===== config.mk =====
export PLATFORM = sky130hd
export DESIGN_NAME = biquad_iir_multichannel
export DESIGN_NICKNAME = d
export VERILOG_FILES = /design/src/rtl/core/biq_pkg.sv /design/src/rtl/core/biquad_iir_multichannel.sv
export SDC_FILE = /design/constraint.sdc
export NUM_CORES = 2
export LEC_CHECK = 0
export ABC_AREA = 1
export BUFFER_PORTS_ARGS = -buffer_cell sky130_fd_sc_hd__buf_2
export CELL_PAD_IN_SITES_DETAIL_PLACEMENT = 0
export CELL_PAD_IN_SITES_GLOBAL_PLACEMENT = 1
export CORE_UTILIZATION = 30
export CTS_CLUSTER_DIAMETER = 60
export DETAILED_ROUTE_END_ITERATION = 6
export GPL_TIMING_DRIVEN = 1
export PLACE_DENSITY = 0.56
export SKIP_LAST_GASP = 1
export SYNTH_ARGS = -nofsm -noshare
export SYNTH_HDL_FRONTEND = slang
export SYNTH_SLANG_ARGS = --single-unit
export TNS_END_PERCENT = 5

===== constraint.sdc =====
create_clock -name clk -period 12.61 [get_ports clk]
set_input_delay 3.1525 -clock clk [delete_from_list [all_inputs] [get_ports clk]]
set_output_delay 3.1525 -clock clk [all_outputs]
set_load 0.05 [all_outputs]

===== src/rtl/core/biq_pkg.sv =====
// ---------------------------------------------------------------------------
// biq_pkg
// Types, widths and the control store of the multichannel biquad filter.
// ---------------------------------------------------------------------------
`default_nettype none

package biq_pkg;

  // Defaults for the top level parameters
  localparam int MAX_CHANNELS_DEF   = 8;
  localparam int SAMPLE_BITS_DEF    = 24;
  localparam int COEF_FRAC_BITS_DEF = 28;

  // Fixed widths
  localparam int COEF_W    = 32;
  localparam int DELAY_W   = 40;
  localparam int HALF_W    = 20;            // low part of a delay word per multiply
  localparam int MUL_W     = HALF_W + 1;    // signed delay operand of the multiplier
  localparam int PROD_W    = COEF_W + MUL_W;
  localparam int ACC_W     = 74;            // three full products plus rounding
  localparam int CFG_IDX_W = 3;
  localparam int CH_IN_W   = 3;
  localparam int COUNT_W   = 4;
  localparam int STEP_W    = 4;

  typedef enum logic [CFG_IDX_W-1:0] {
    REG_B0    = 3'd0,
    REG_B1    = 3'd1,
    REG_B2    = 3'd2,
    REG_A1    = 3'd3,
    REG_A2    = 3'd4,
    REG_COUNT = 3'd5
  } cfg_reg_t;

  typedef enum logic [2:0] {
    CO_B0, CO_B1, CO_B2, CO_A1, CO_A2
  } coef_sel_t;

  typedef enum logic [1:0] {
    D_W1, D_W2, D_W
  } dsel_t;

  typedef enum logic [1:0] {
    ACC_NONE, ACC_LOAD_X, ACC_ADD, ACC_CLEAR
  } acc_op_t;

  typedef enum logic [1:0] {
    RND_NONE, RND_W, RND_Y
  } rnd_op_t;

  typedef enum logic [1:0] {
    JMP_NEXT, JMP_PASS, JMP_EMIT
  } jmp_t;

  // One control word per step
  typedef struct packed {
    coef_sel_t coef;
    dsel_t     dsel;
    logic      hi;    // multiply the upper part of the delay word
    logic      neg;   // subtract this product
    acc_op_t   acc;   // acts on the product of the previous step
    rnd_op_t   rnd;
    jmp_t      jmp;
  } ucode_t;

  localparam logic [STEP_W-1:0] STEP_EMIT = 4'd14;

  // Control store. Steps 0-5 form w, steps 6-13 form y, step 14 hands off.
  function automatic ucode_t ucode_rom(input logic [STEP_W-1:0] step);
    ucode_t w;
    w = '{CO_B0, D_W, 1'b0, 1'b0, ACC_NONE, RND_NONE, JMP_NEXT};
    case (step)
      4'd0:  w = '{CO_A1, D_W1, 1'b0, 1'b1, ACC_LOAD_X, RND_NONE, JMP_PASS};
      4'd1:  w = '{CO_A1, D_W1, 1'b1, 1'b1, ACC_ADD,    RND_NONE, JMP_NEXT};
      4'd2:  w = '{CO_A2, D_W2, 1'b0, 1'b1, ACC_ADD,    RND_NONE, JMP_NEXT};
      4'd3:  w = '{CO_A2, D_W2, 1'b1, 1'b1, ACC_ADD,    RND_NONE, JMP_NEXT};
      4'd4:  w = '{CO_B0, D_W,  1'b0, 1'b0, ACC_ADD,    RND_NONE, JMP_NEXT};
      4'd5:  w = '{CO_B0, D_W,  1'b0, 1'b0, ACC_CLEAR,  RND_W,    JMP_NEXT};
      4'd6:  w = '{CO_B0, D_W,  1'b0, 1'b0, ACC_NONE,   RND_NONE, JMP_NEXT};
      4'd7:  w = '{CO_B0, D_W,  1'b1, 1'b0, ACC_ADD,    RND_NONE, JMP_NEXT};
      4'd8:  w = '{CO_B1, D_W1, 1'b0, 1'b0, ACC_ADD,    RND_NONE, JMP_NEXT};
      4'd9:  w = '{CO_B1, D_W1, 1'b1, 1'b0, ACC_ADD,    RND_NONE, JMP_NEXT};
      4'd10: w = '{CO_B2, D_W2, 1'b0, 1'b0, ACC_ADD,    RND_NONE, JMP_NEXT};
      4'd11: w = '{CO_B2, D_W2, 1'b1, 1'b0, ACC_ADD,    RND_NONE, JMP_NEXT};
      4'd12: w = '{CO_B0, D_W,  1'b0, 1'b0, ACC_ADD,    RND_NONE, JMP_NEXT};
      4'd13: w = '{CO_B0, D_W,  1'b0, 1'b0, ACC_NONE,   RND_Y,    JMP_NEXT};
      4'd14: w = '{CO_B0, D_W,  1'b0, 1'b0, ACC_NONE,   RND_NONE, JMP_EMIT};
      default: w = '{CO_B0, D_W, 1'b0, 1'b0, ACC_NONE, RND_NONE, JMP_EMIT};
    endcase
    return w;
  endfunction

endpackage

`default_nettype wire


===== src/rtl/core/biquad_iir_multichannel.sv =====
// ---------------------------------------------------------------------------
// biquad_iir_multichannel
// Multichannel second-order IIR filter, direct form II, run by a microcoded
// sequencer around one shared 32x21 multiplier and a 74-bit accumulator.
// ---------------------------------------------------------------------------
//
//   channel | handshake            | payload
//   --------+----------------------+--------------------------------------
//   input   | in_valid / in_ready  | sample_in, channel_in
//   output  | out_valid / out_ready| sample_out, channel_out
//   config  | cfg_valid / cfg_ready| cfg_index, cfg_data (always ready)
//
// A filtered item runs the whole control store from accept to the output
// register; the delay store is read at the accepting edge. Each of the
// five taps needs two passes through the multiplier since a delay word is
// 40 bits wide. A pass-through item (channel not in use) skips to hand-off.
// One item is in work at a time; in_ready is low while it runs. The output
// register frees the input side: the next item may start while a result
// waits, and only the hand-off step stalls on a full output register.
// Reset and any write of the channel count clear the delay store at once
// through per-channel valid bits; no clearing pass.
// ---------------------------------------------------------------------------
`default_nettype none

module biquad_iir_multichannel #(
  parameter int MAX_CHANNELS   = biq_pkg::MAX_CHANNELS_DEF,
  parameter int SAMPLE_BITS    = biq_pkg::SAMPLE_BITS_DEF,
  parameter int COEF_FRAC_BITS = biq_pkg::COEF_FRAC_BITS_DEF
) (
  input  logic                                clk,
  input  logic                                rst,
  // input items
  input  logic                                in_valid,
  output logic                                in_ready,
  input  logic signed [SAMPLE_BITS-1:0]       sample_in,
  input  logic [biq_pkg::CH_IN_W-1:0]         channel_in,
  // result items
  output logic                                out_valid,
  input  logic                                out_ready,
  output logic signed [SAMPLE_BITS-1:0]       sample_out,
  output logic [biq_pkg::CH_IN_W-1:0]         channel_out,
  // register writes
  input  logic                                cfg_valid,
  output logic                                cfg_ready,
  input  logic [biq_pkg::CFG_IDX_W-1:0]       cfg_index,
  input  logic [biq_pkg::COEF_W-1:0]          cfg_data
);
  import biq_pkg::*;

  localparam int CH_W = (MAX_CHANNELS > 1) ? $clog2(MAX_CHANNELS) : 1;

  localparam logic signed [ACC_W-1:0] ROUND_HALF = ACC_W'(1) <<< (COEF_FRAC_BITS - 1);
  localparam logic signed [ACC_W-1:0] W_MAX = (ACC_W'(1) <<< (DELAY_W - 1)) - ACC_W'(1);
  localparam logic signed [ACC_W-1:0] W_MIN = ~W_MAX;
  localparam logic signed [ACC_W-1:0] Y_MAX = (ACC_W'(1) <<< (SAMPLE_BITS - 1)) - ACC_W'(1);
  localparam logic signed [ACC_W-1:0] Y_MIN = ~Y_MAX;

  // configuration registers
  logic signed [COEF_W-1:0] coef_b0, coef_b1, coef_b2, coef_a1, coef_a2;
  logic [COUNT_W-1:0]       channels_in_use;
  logic                     cfg_we;
  logic                     count_we;

  // sequencer
  logic                busy, busy_next;
  logic [STEP_W-1:0]   pc, pc_next;
  ucode_t              uc;
  logic                accept;
  logic                emit;
  logic                out_load;

  // item registers
  logic signed [SAMPLE_BITS-1:0] x_reg;
  logic [CH_IN_W-1:0]            ch_reg;
  logic                          pass_reg;
  logic [CH_W-1:0]               addr_reg;
  logic [CH_W-1:0]               in_addr;
  logic                          in_pass;

  // delay store: {w2, w1} per channel, valid bit per channel
  logic [2*DELAY_W-1:0] dstore [MAX_CHANNELS];
  logic [MAX_CHANNELS-1:0] dvalid;
  logic [2*DELAY_W-1:0] rd_word;
  logic                 rd_ok;
  logic                 store_we;
  logic signed [DELAY_W-1:0] w1, w2, w_reg;

  // datapath
  logic signed [COEF_W-1:0]  mul_coef;
  logic signed [DELAY_W-1:0] mul_d;
  logic signed [MUL_W-1:0]   mul_op;
  logic signed [PROD_W-1:0]  prod;
  logic                      prod_hi, prod_neg;
  logic signed [ACC_W-1:0]   term;
  logic signed [ACC_W-1:0]   acc;
  logic signed [ACC_W-1:0]   rnd_sum, rnd_q;
  logic signed [DELAY_W-1:0] w_sat;
  logic signed [SAMPLE_BITS-1:0] y_sat, y_reg;

  // ---------------- configuration ----------------
  assign cfg_ready = 1'b1;
  assign cfg_we    = cfg_valid && cfg_ready;
  assign count_we  = cfg_we && (cfg_index == REG_COUNT);

  always_ff @(posedge clk) begin
    if (rst) begin
      coef_b0         <= COEF_W'(64'd1 << COEF_FRAC_BITS);
      coef_b1         <= '0;
      coef_b2         <= '0;
      coef_a1         <= '0;
      coef_a2         <= '0;
      channels_in_use <= '0;
    end else if (cfg_we) begin
      case (cfg_index)
        REG_B0:    coef_b0 <= cfg_data;
        REG_B1:    coef_b1 <= cfg_data;
        REG_B2:    coef_b2 <= cfg_data;
        REG_A1:    coef_a1 <= cfg_data;
        REG_A2:    coef_a2 <= cfg_data;
        REG_COUNT: channels_in_use <= cfg_data[COUNT_W-1:0];
        default: ;  // unknown index: ignored
      endcase
    end
  end

  // ---------------- sequencer ----------------
  assign in_ready = !busy;
  assign accept   = in_valid && in_ready;
  assign uc       = ucode_rom(pc);
  assign emit     = busy && (uc.jmp == JMP_EMIT);
  assign out_load = emit && (!out_valid || out_ready);

  // channels past the count or past the store pass straight through
  assign in_pass = ({1'b0, channel_in} >= channels_in_use) ||
                   (32'(channel_in) >= 32'(MAX_CHANNELS));
  assign in_addr = CH_W'(channel_in);

  always_comb begin
    pc_next   = pc;
    busy_next = busy;
    if (accept) begin
      pc_next   = '0;
      busy_next = 1'b1;
    end else if (busy) begin
      if (uc.jmp == JMP_EMIT) begin
        if (out_load) begin
          busy_next = 1'b0;
        end
      end else if (uc.jmp == JMP_PASS && pass_reg) begin
        pc_next = STEP_EMIT;
      end else begin
        pc_next = pc + STEP_W'(1);
      end
    end
  end

  always_ff @(posedge clk) begin
    if (rst) begin
      busy <= 1'b0;
      pc   <= '0;
    end else begin
      busy <= busy_next;
      pc   <= pc_next;
    end
  end

  always_ff @(posedge clk) begin
    if (accept) begin
      x_reg    <= sample_in;
      ch_reg   <= channel_in;
      pass_reg <= in_pass;
      addr_reg <= in_addr;
    end
  end

  // ---------------- delay store ----------------
  assign store_we = busy && (uc.rnd == RND_Y);

  always_ff @(posedge clk) begin
    if (accept) begin
      rd_word <= dstore[in_addr];
    end
    if (store_we) begin
      dstore[addr_reg] <= {w1, w_reg};   // w2 <- w1, w1 <- w
    end
  end

  always_ff @(posedge clk) begin
    if (rst || count_we) begin
      dvalid <= '0;
    end else if (store_we) begin
      dvalid[addr_reg] <= 1'b1;
    end
  end

  always_ff @(posedge clk) begin
    if (accept) begin
      rd_ok <= dvalid[in_addr];
    end
  end

  // entries not yet written since the last clear read as zero
  assign w1 = rd_ok ? rd_word[DELAY_W-1:0]         : '0;
  assign w2 = rd_ok ? rd_word[2*DELAY_W-1:DELAY_W] : '0;

  // ---------------- multiplier ----------------
  always_comb begin
    case (uc.coef)
      CO_B0:   mul_coef = coef_b0;
      CO_B1:   mul_coef = coef_b1;
      CO_B2:   mul_coef = coef_b2;
      CO_A1:   mul_coef = coef_a1;
      CO_A2:   mul_coef = coef_a2;
      default: mul_coef = coef_b0;
    endcase
    case (uc.dsel)
      D_W1:    mul_d = w1;
      D_W2:    mul_d = w2;
      D_W:     mul_d = w_reg;
      default: mul_d = w_reg;
    endcase
    // upper part signed, lower part as a nonnegative number
    mul_op = uc.hi ? {mul_d[DELAY_W-1], mul_d[DELAY_W-1:HALF_W]}
                   : {1'b0, mul_d[HALF_W-1:0]};
  end

  always_ff @(posedge clk) begin
    prod     <= PROD_W'(mul_coef) * PROD_W'(mul_op);
    prod_hi  <= uc.hi;
    prod_neg <= uc.neg;
  end

  // ---------------- accumulator ----------------
  assign term = prod_hi ? (ACC_W'(prod) <<< HALF_W) : ACC_W'(prod);

  always_ff @(posedge clk) begin
    if (busy) begin
      case (uc.acc)
        ACC_LOAD_X: acc <= ACC_W'(x_reg) <<< COEF_FRAC_BITS;
        ACC_ADD:    acc <= prod_neg ? acc - term : acc + term;
        ACC_CLEAR:  acc <= '0;
        default:    acc <= acc;
      endcase
    end
  end

  // round half up, then saturate
  always_comb begin
    rnd_sum = acc + ROUND_HALF;
    rnd_q   = rnd_sum >>> COEF_FRAC_BITS;
    if (rnd_q > W_MAX) begin
      w_sat = W_MAX[DELAY_W-1:0];
    end else if (rnd_q < W_MIN) begin
      w_sat = W_MIN[DELAY_W-1:0];
    end else begin
      w_sat = rnd_q[DELAY_W-1:0];
    end
    if (rnd_q > Y_MAX) begin
      y_sat = Y_MAX[SAMPLE_BITS-1:0];
    end else if (rnd_q < Y_MIN) begin
      y_sat = Y_MIN[SAMPLE_BITS-1:0];
    end else begin
      y_sat = rnd_q[SAMPLE_BITS-1:0];
    end
  end

  always_ff @(posedge clk) begin
    if (busy && uc.rnd == RND_W) begin
      w_reg <= w_sat;
    end
    if (busy && uc.rnd == RND_Y) begin
      y_reg <= y_sat;
    end
  end

  // ---------------- output register ----------------
  always_ff @(posedge clk) begin
    if (rst) begin
      out_valid <= 1'b0;
    end else if (out_load) begin
      out_valid <= 1'b1;
    end else if (out_ready) begin
      out_valid <= 1'b0;
    end
  end

  always_ff @(posedge clk) begin
    if (out_load) begin
      sample_out  <= pass_reg ? x_reg : y_reg;
      channel_out <= ch_reg;
    end
  end

endmodule

`default_nettype wire


After elaboration in Yosys (flattened, before gate mapping)
Memory sizes are Yosys's and may differ from the RTL's. A register that Yosys moved wholly into a read port is not among the register bits.
Cells that the tools add are included.
{ "word_totals": {"ff_bits": 427, "ram_bits": 640, "romBits": 208, "output_inout_bits": 30, "elab_cells": 107, "n_memories": 2} }
{ "memory_table": {"columns": ["memory", "words", "width", "rd", "rd_clocked_by_memory_dff", "write_ports", "line", "source"], "rows": [
  ["dstore", 8, 80, 1, 1, 1, "biquad_iir_multichannel.sv:81", "logic [2*DELAY_W-1:0] dstore [MAX_CHANNELS];"],
  ["(no name shown)", 16, 13, 1, 1, 0, "biq_pkg.sv:72", "case (step)"]
]} }
{ "classes": {"n_addsub": 4, "multipliers": 1, "magnitude_cmp": 8, "n_eq_ne": 17, "mux": 26, "bitwise_logic": 2, "reduce_logical": 25} }
{ "ops": {"columns": ["cell", "n"], "rows": [
  ["74-bit one-hot mux with 3 select lines", 1],
  ["32-bit one-hot mux with 4 select lines", 1],
  ["40-bit two-way mux", 3],
  ["40-bit one-hot mux with 2 select lines", 1],
  ["74-bit by 29-bit adder with 74-bit output, second input constant", 1],
  ["74-bit by 73-bit adder with 74-bit output", 1],
  ["74-bit two-way mux", 1],
  ["74-bit by 73-bit subtractor with 74-bit output", 1],
  ["72-bit two-way mux", 1],
  ["32-bit by 21-bit multiplier with 53-bit output", 1],
  ["24-bit two-way mux", 2],
  ["46-bit by 24-bit > comparator with 1-bit output, second input constant", 1],
  ["46-bit by 40-bit > comparator with 1-bit output, second input constant", 1],
  ["46-bit by 24-bit less-than comparator with 1-bit output, second input constant", 1],
  ["46-bit by 40-bit less-than comparator with 1-bit output, second input constant", 1],
  ["21-bit two-way mux", 1],
  ["2-bit AND reduction", 8],
  ["3-bit by 2-bit equality test with 1-bit output, second input constant", 4],
  ["4-bit two-way mux", 3],
  ["1-bit two-way mux", 10],
  ["3-bit equality test, second input constant", 3],
  ["2-bit by 1-bit equality test with 1-bit output, second input constant", 4],
  ["2-bit equality test, second input constant", 4],
  ["1-bit logical AND", 8],
  ["16 further kinds", 20]
]} }

Logic depth before layout (Yosys ltp)
{ "depth": {"ltp_word": 7, "mapped_depth": 38, "mapped_depth_nobuf": 35} }

Worst setup path before layout
No wires, ideal clock.
{ "synth_timing": {"path_kind": "input to register", "start": "input in_valid", "end": "register, netlist name uc[4]", "setup_ps": 56, "arrival_ps": 9022, "required_time_ps": 12554, "path_slack_ps": 3531, "stages": 7, "path_buffers": 0, "path_cell_list": "inv_1 -> nor2_1 -> nor2_1 -> o221ai_1 -> nand2_1 -> nor3_1 -> or2_2"} }
{ "synth_via": {"elab_chain_cells": 3} }
{ "synth_rtl": {"columns": ["item", "line", "source"], "rows": [
  ["from (decl)", "biquad_iir_multichannel.sv:33", "input logic in_valid,"],
  ["1-bit logical AND", "biquad_iir_multichannel.sv:128", "assign accept = in_valid && in_ready;"],
  ["via accept", "biquad_iir_multichannel.sv:68", "logic accept;"],
  ["2-bit OR reduction (no source line)", null, null],
  ["4-bit two-way mux (no source line)", null, null]
]} }
The timed path passes the listed nets, and every way through them passes these cells.
A chain may end at the register's enable or synchronous reset.

Final worst setup path
{ "layout_timing": {"start": "register, netlist name uc[9]", "end": "register prod[46]"} }
{ "layout_via": {"elab_chain_cells": 4, "word_cells_on_any_way": 5, "classes_between": "1 x mul; 1 x eq/ne; 2 x mux; 1 x reduce/logical"} }
{ "layout_rtl": {"columns": ["item", "line", "source"], "rows": [
  ["2-bit by 1-bit equality test with 1-bit output or 2-bit logical NOT (tied branches)", "biquad_iir_multichannel.sv:216", "case (uc.dsel)"],
  ["40-bit one-hot mux with 2 select lines *", "biquad_iir_multichannel.sv:216", null],
  ["21-bit two-way mux *", "biquad_iir_multichannel.sv:223", "mul_op = uc.hi ? {mul_d[DELAY_W-1], mul_d[DELAY_W-1:HALF_W]}"],
  ["32-bit by 21-bit multiplier with 53-bit output *", "biquad_iir_multichannel.sv:228", "prod <= PROD_W'(mul_coef) * PROD_W'(mul_op);"],
  ["to (signal assigned)", "biquad_iir_multichannel.sv:228", null],
  ["to (decl)", "biquad_iir_multichannel.sv:92", "logic signed [PROD_W-1:0] prod;"]
]} }
Mark *: on every way between the ends. The rest lies on a longest branch, timed or not.

==> flow_metrics.py <==
metrics = {
    "drt": {
        "drt_wl_total_mm": 288,
        "vias": 61571,
        "drc": 0,
        "drt_iter0_drc": 4837,
        "dr.pass1.iters": 6,
        "via_per_inst": 4.89,
        "post_drt_wl_per_cell_um": 22.9,
        "ant_nets": 0,
    },
    "sta": {
        "min_period_ns": 9.96,
        "slew_headroom": 0.229,
        "tightest_slew_ns": 1.16,
        "fin_ws_ns": 2.65,
        "fin_tns_setup_ns": 0,
        "hold_violations": 0,
        "drv_slew": 0,
        "rsz0062_at_grt": "no",
        "period_share": 0.790,
        "timing.fmax_ghz": 0.100,
        "clock_skew_ns": 0.0725,
        "setup_viol": 0,
    },
    "layout": {
        "drive_gt1_frac": 0.0656,
        "largest_reg_flops": 640,
        "nFillCells": 27248,
        "reg_top3": "dstore: 640 flops, rd_word: 80 flops, acc: 74 flops",
        "areaGrowthSynthToFinish_pct": 11.9,
        "fin_nets": 9906,
        "regMostFlops": "dstore",
    },
    "synth": {
        "syn_area_per_cell_um2": 8.79,
        "synth-main-ff-cell": "edfxtp_1",
        "yosysUniqueCellTypes": 51,
        "ys_warn_count": 0,
        "seq_area_frac_synth": 0.412,
        "synth-seq-cells": 1160,
        "synth_area_um2": 78700,
        "yosys-top-cells-area": "edfxtp_1, fa_1, nor2_1",
        "synthesis.nets": 9896,
        "syn_inst": 8948,
        "synthArstFlopShare": 0,
        "synth_edf_count": 914,
        "synth_top_area_cell": "edfxtp_1",
        "netlist.area_leader.share": 0.349,
    },
    "clock_tree": {
        "cts_resized": 0,
        "cts.sinks": 1160,
        "cts_tree": "yes",
        "cts.reportedPaths.clkPinSlew_ns": 0.06,
        "cts.hold.buffers_added": 0,
        "cts_buffer_depth": 3,
        "cts_inserted_buffers": 152,
        "cts-root-buf": "clkbuf_16",
        "clk_latency_ns": 0.83,
        "htreeDepth": 4,
        "cts_setup_buffers": 0,
    },
    "floorplanning": {
        "row_count": 187,
        "ioPinCount": 97,
        "core_um2": 260000,
        "start_util": 0.302,
        "die_w_um": 514,
        "die_h_um": 514,
        "dieArea_um2": 264000,
    },
    "global_routing": {
        "track_usage": 0.218,
        "antenna_found_initial": 7,
        "grt_overflow": 0,
        "grt_max_degree": 162,
        "grt_pass1_vias": 63061,
        "grt_pass1_wl_mm": 426,
    },
    "power": {
        "power_density_nw_per_um2": 225,
        "leakage_nw": 36.6,
        "peakVddDrop_mv": 0.222,
    },
    "critical_path": {
        "slowest_stage": "fa_1",
        "cp_top_family": "adder cells",
        "cp.required_ns": 13.33,
        "crit_buf_inv": 9,
        "critPathMaxStageDelay_ns": 0.77,
        "path_max_fanout": 35,
        "arrival_ns": 10.69,
        "worstSetupPathType": "reg -> reg",
        "worst_setup_path_start_kind": "flip-flop",
        "critPathCaptureType": "flip-flop",
    },
    "placed_design": {
        "gp_congestion": 0.933,
        "port_buffers": 95,
        "post-place-ws_ns": 2.78,
        "dp_hpwl_mm": 212,
    },
    "status": {
        "status": "complete, no violations",
    },
    "hold_path": {
        "hold_path.class": "reg -> reg",
    },
    "flow_run": {
        "cap_violations": 0,
    },
}
[metrics by stage]
step / cell area, um^2 / instances / utilization / total power, mW / hold slack [ns]
floorplan: 78700 / 8948 / - / 11.5 / 0.310
global placement: 83100 / 12300 / 0.319 / 15.8 / 0.432
detailed placement: 83100 / 12300 / 0.319 / 15.8 / 0.440
CTS: 88100 / 12576 / 0.338 / 20.1 / 0.450
global route: 88100 / 12578 / 0.338 / 21.4 / 0.468
finish: 88100 / 12579 / 0.338 / 19.9 / 0.447
[worst paths after layout]
check             start         end  slack [ns]  cells past startpoint
max               uc[9]    prod[46]        2.65                     29
min          coef_a1[0]  coef_a1[0]        0.45                      2
max reg2reg       uc[9]    prod[46]        2.65                     29
min reg2reg  coef_a1[0]  coef_a1[0]        0.45                      2
[logic make-up after synthesis]
kind of cell,share of synthesized area
xor+xnor,0.0169
mux,0.00344
buf+inv,0.0843
other cells,0.0000477
compound gates,0.0988
flops,0.412
fa+ha+maj,0.204
simple gates,0.181
[per-layer routing]
layer / track usage / vias up / part of all wire
li1: - / 28725 / -
met1: 0.295 / 30972 / 0.45
met2: 0.367 / 1569 / 0.48
met3: 0.0283 / 301 / 0.048
met4: 0.0539 / 4 / 0.024
met5: 0 / - / 0.000073
[synthesized netlist by cell type, types with 9 or more instances]
library cell	instances
a31oi_1	98
xor2_1	103
nor3_1	40
buf_1	21
clkbuf_1	248
nand3_1	212
o21ai_1	51
o21ai_0	768
clkinv_1	22
inv_1	1323
dfxtp_1	246
o221ai_1	20
a21o_1	17
o22ai_1	81
xnor2_1	49
nor4_1	11
nand4_1	73
fa_1	670
nand2_1	1470
nor2_2	17
buf_6	9
buf_4	11
buf_2	62
inv_2	21
a21oi_1	281
edfxtp_1	914
nor2_1	1726
o21bai_1	28
o21ai_2	31
a22oi_1	13
nand3b_1	19
ha_1	211
mux2_2	24
[final cells by class]
class	instances	area (um^2)	share of cell area
multi-input cells	6071	39800	0.452
well taps	3496	4370	0.0497
flip-flops and latches	1160	32400	0.368
clock buffers	197	4160	0.0472
inverters	1366	5150	0.0585
clock inverters	79	826	0.00938
repair buffers	207	1360	0.0154
diodes	3	7.51	0.0000852
[placed cells by master, fill, tap and decap left out, types with 73 or more instances in the layout]
master,instances
edfxtp_1,914
o22ai_1,81
a21oi_1,281
nand3_1,211
nand4_1,73
buf_2,93
dfxtp_1,245
clkbuf_16,154
nand2_1,1468
a31oi_1,98
buf_4,110
nor2_1,1711
ha_1,211
inv_1,1320
fa_1,670
xor2_1,103
o21ai_0,743
[worst register-to-register path: cells and delay by family, from the launching register on]
family	cells	cell delay (ns)
xor+xnor	1	0.17
buf+inv	9	2.35
fa+ha+maj	8	4.53
flops	1	0.38
compound gates	3	0.59
simple gates	8	1.84
[power breakdown]
| part | internal [mW] | total, mW | switching, mW |
|---|---|---|---|
| Combinational | 3.37 | 11.0 | 7.63 |
| Clock | 2.47 | 4.27 | 1.81 |
| Sequential | 4.37 | 4.58 | 0.214 |
Note: power is estimated with default switching activity, not from simulation.
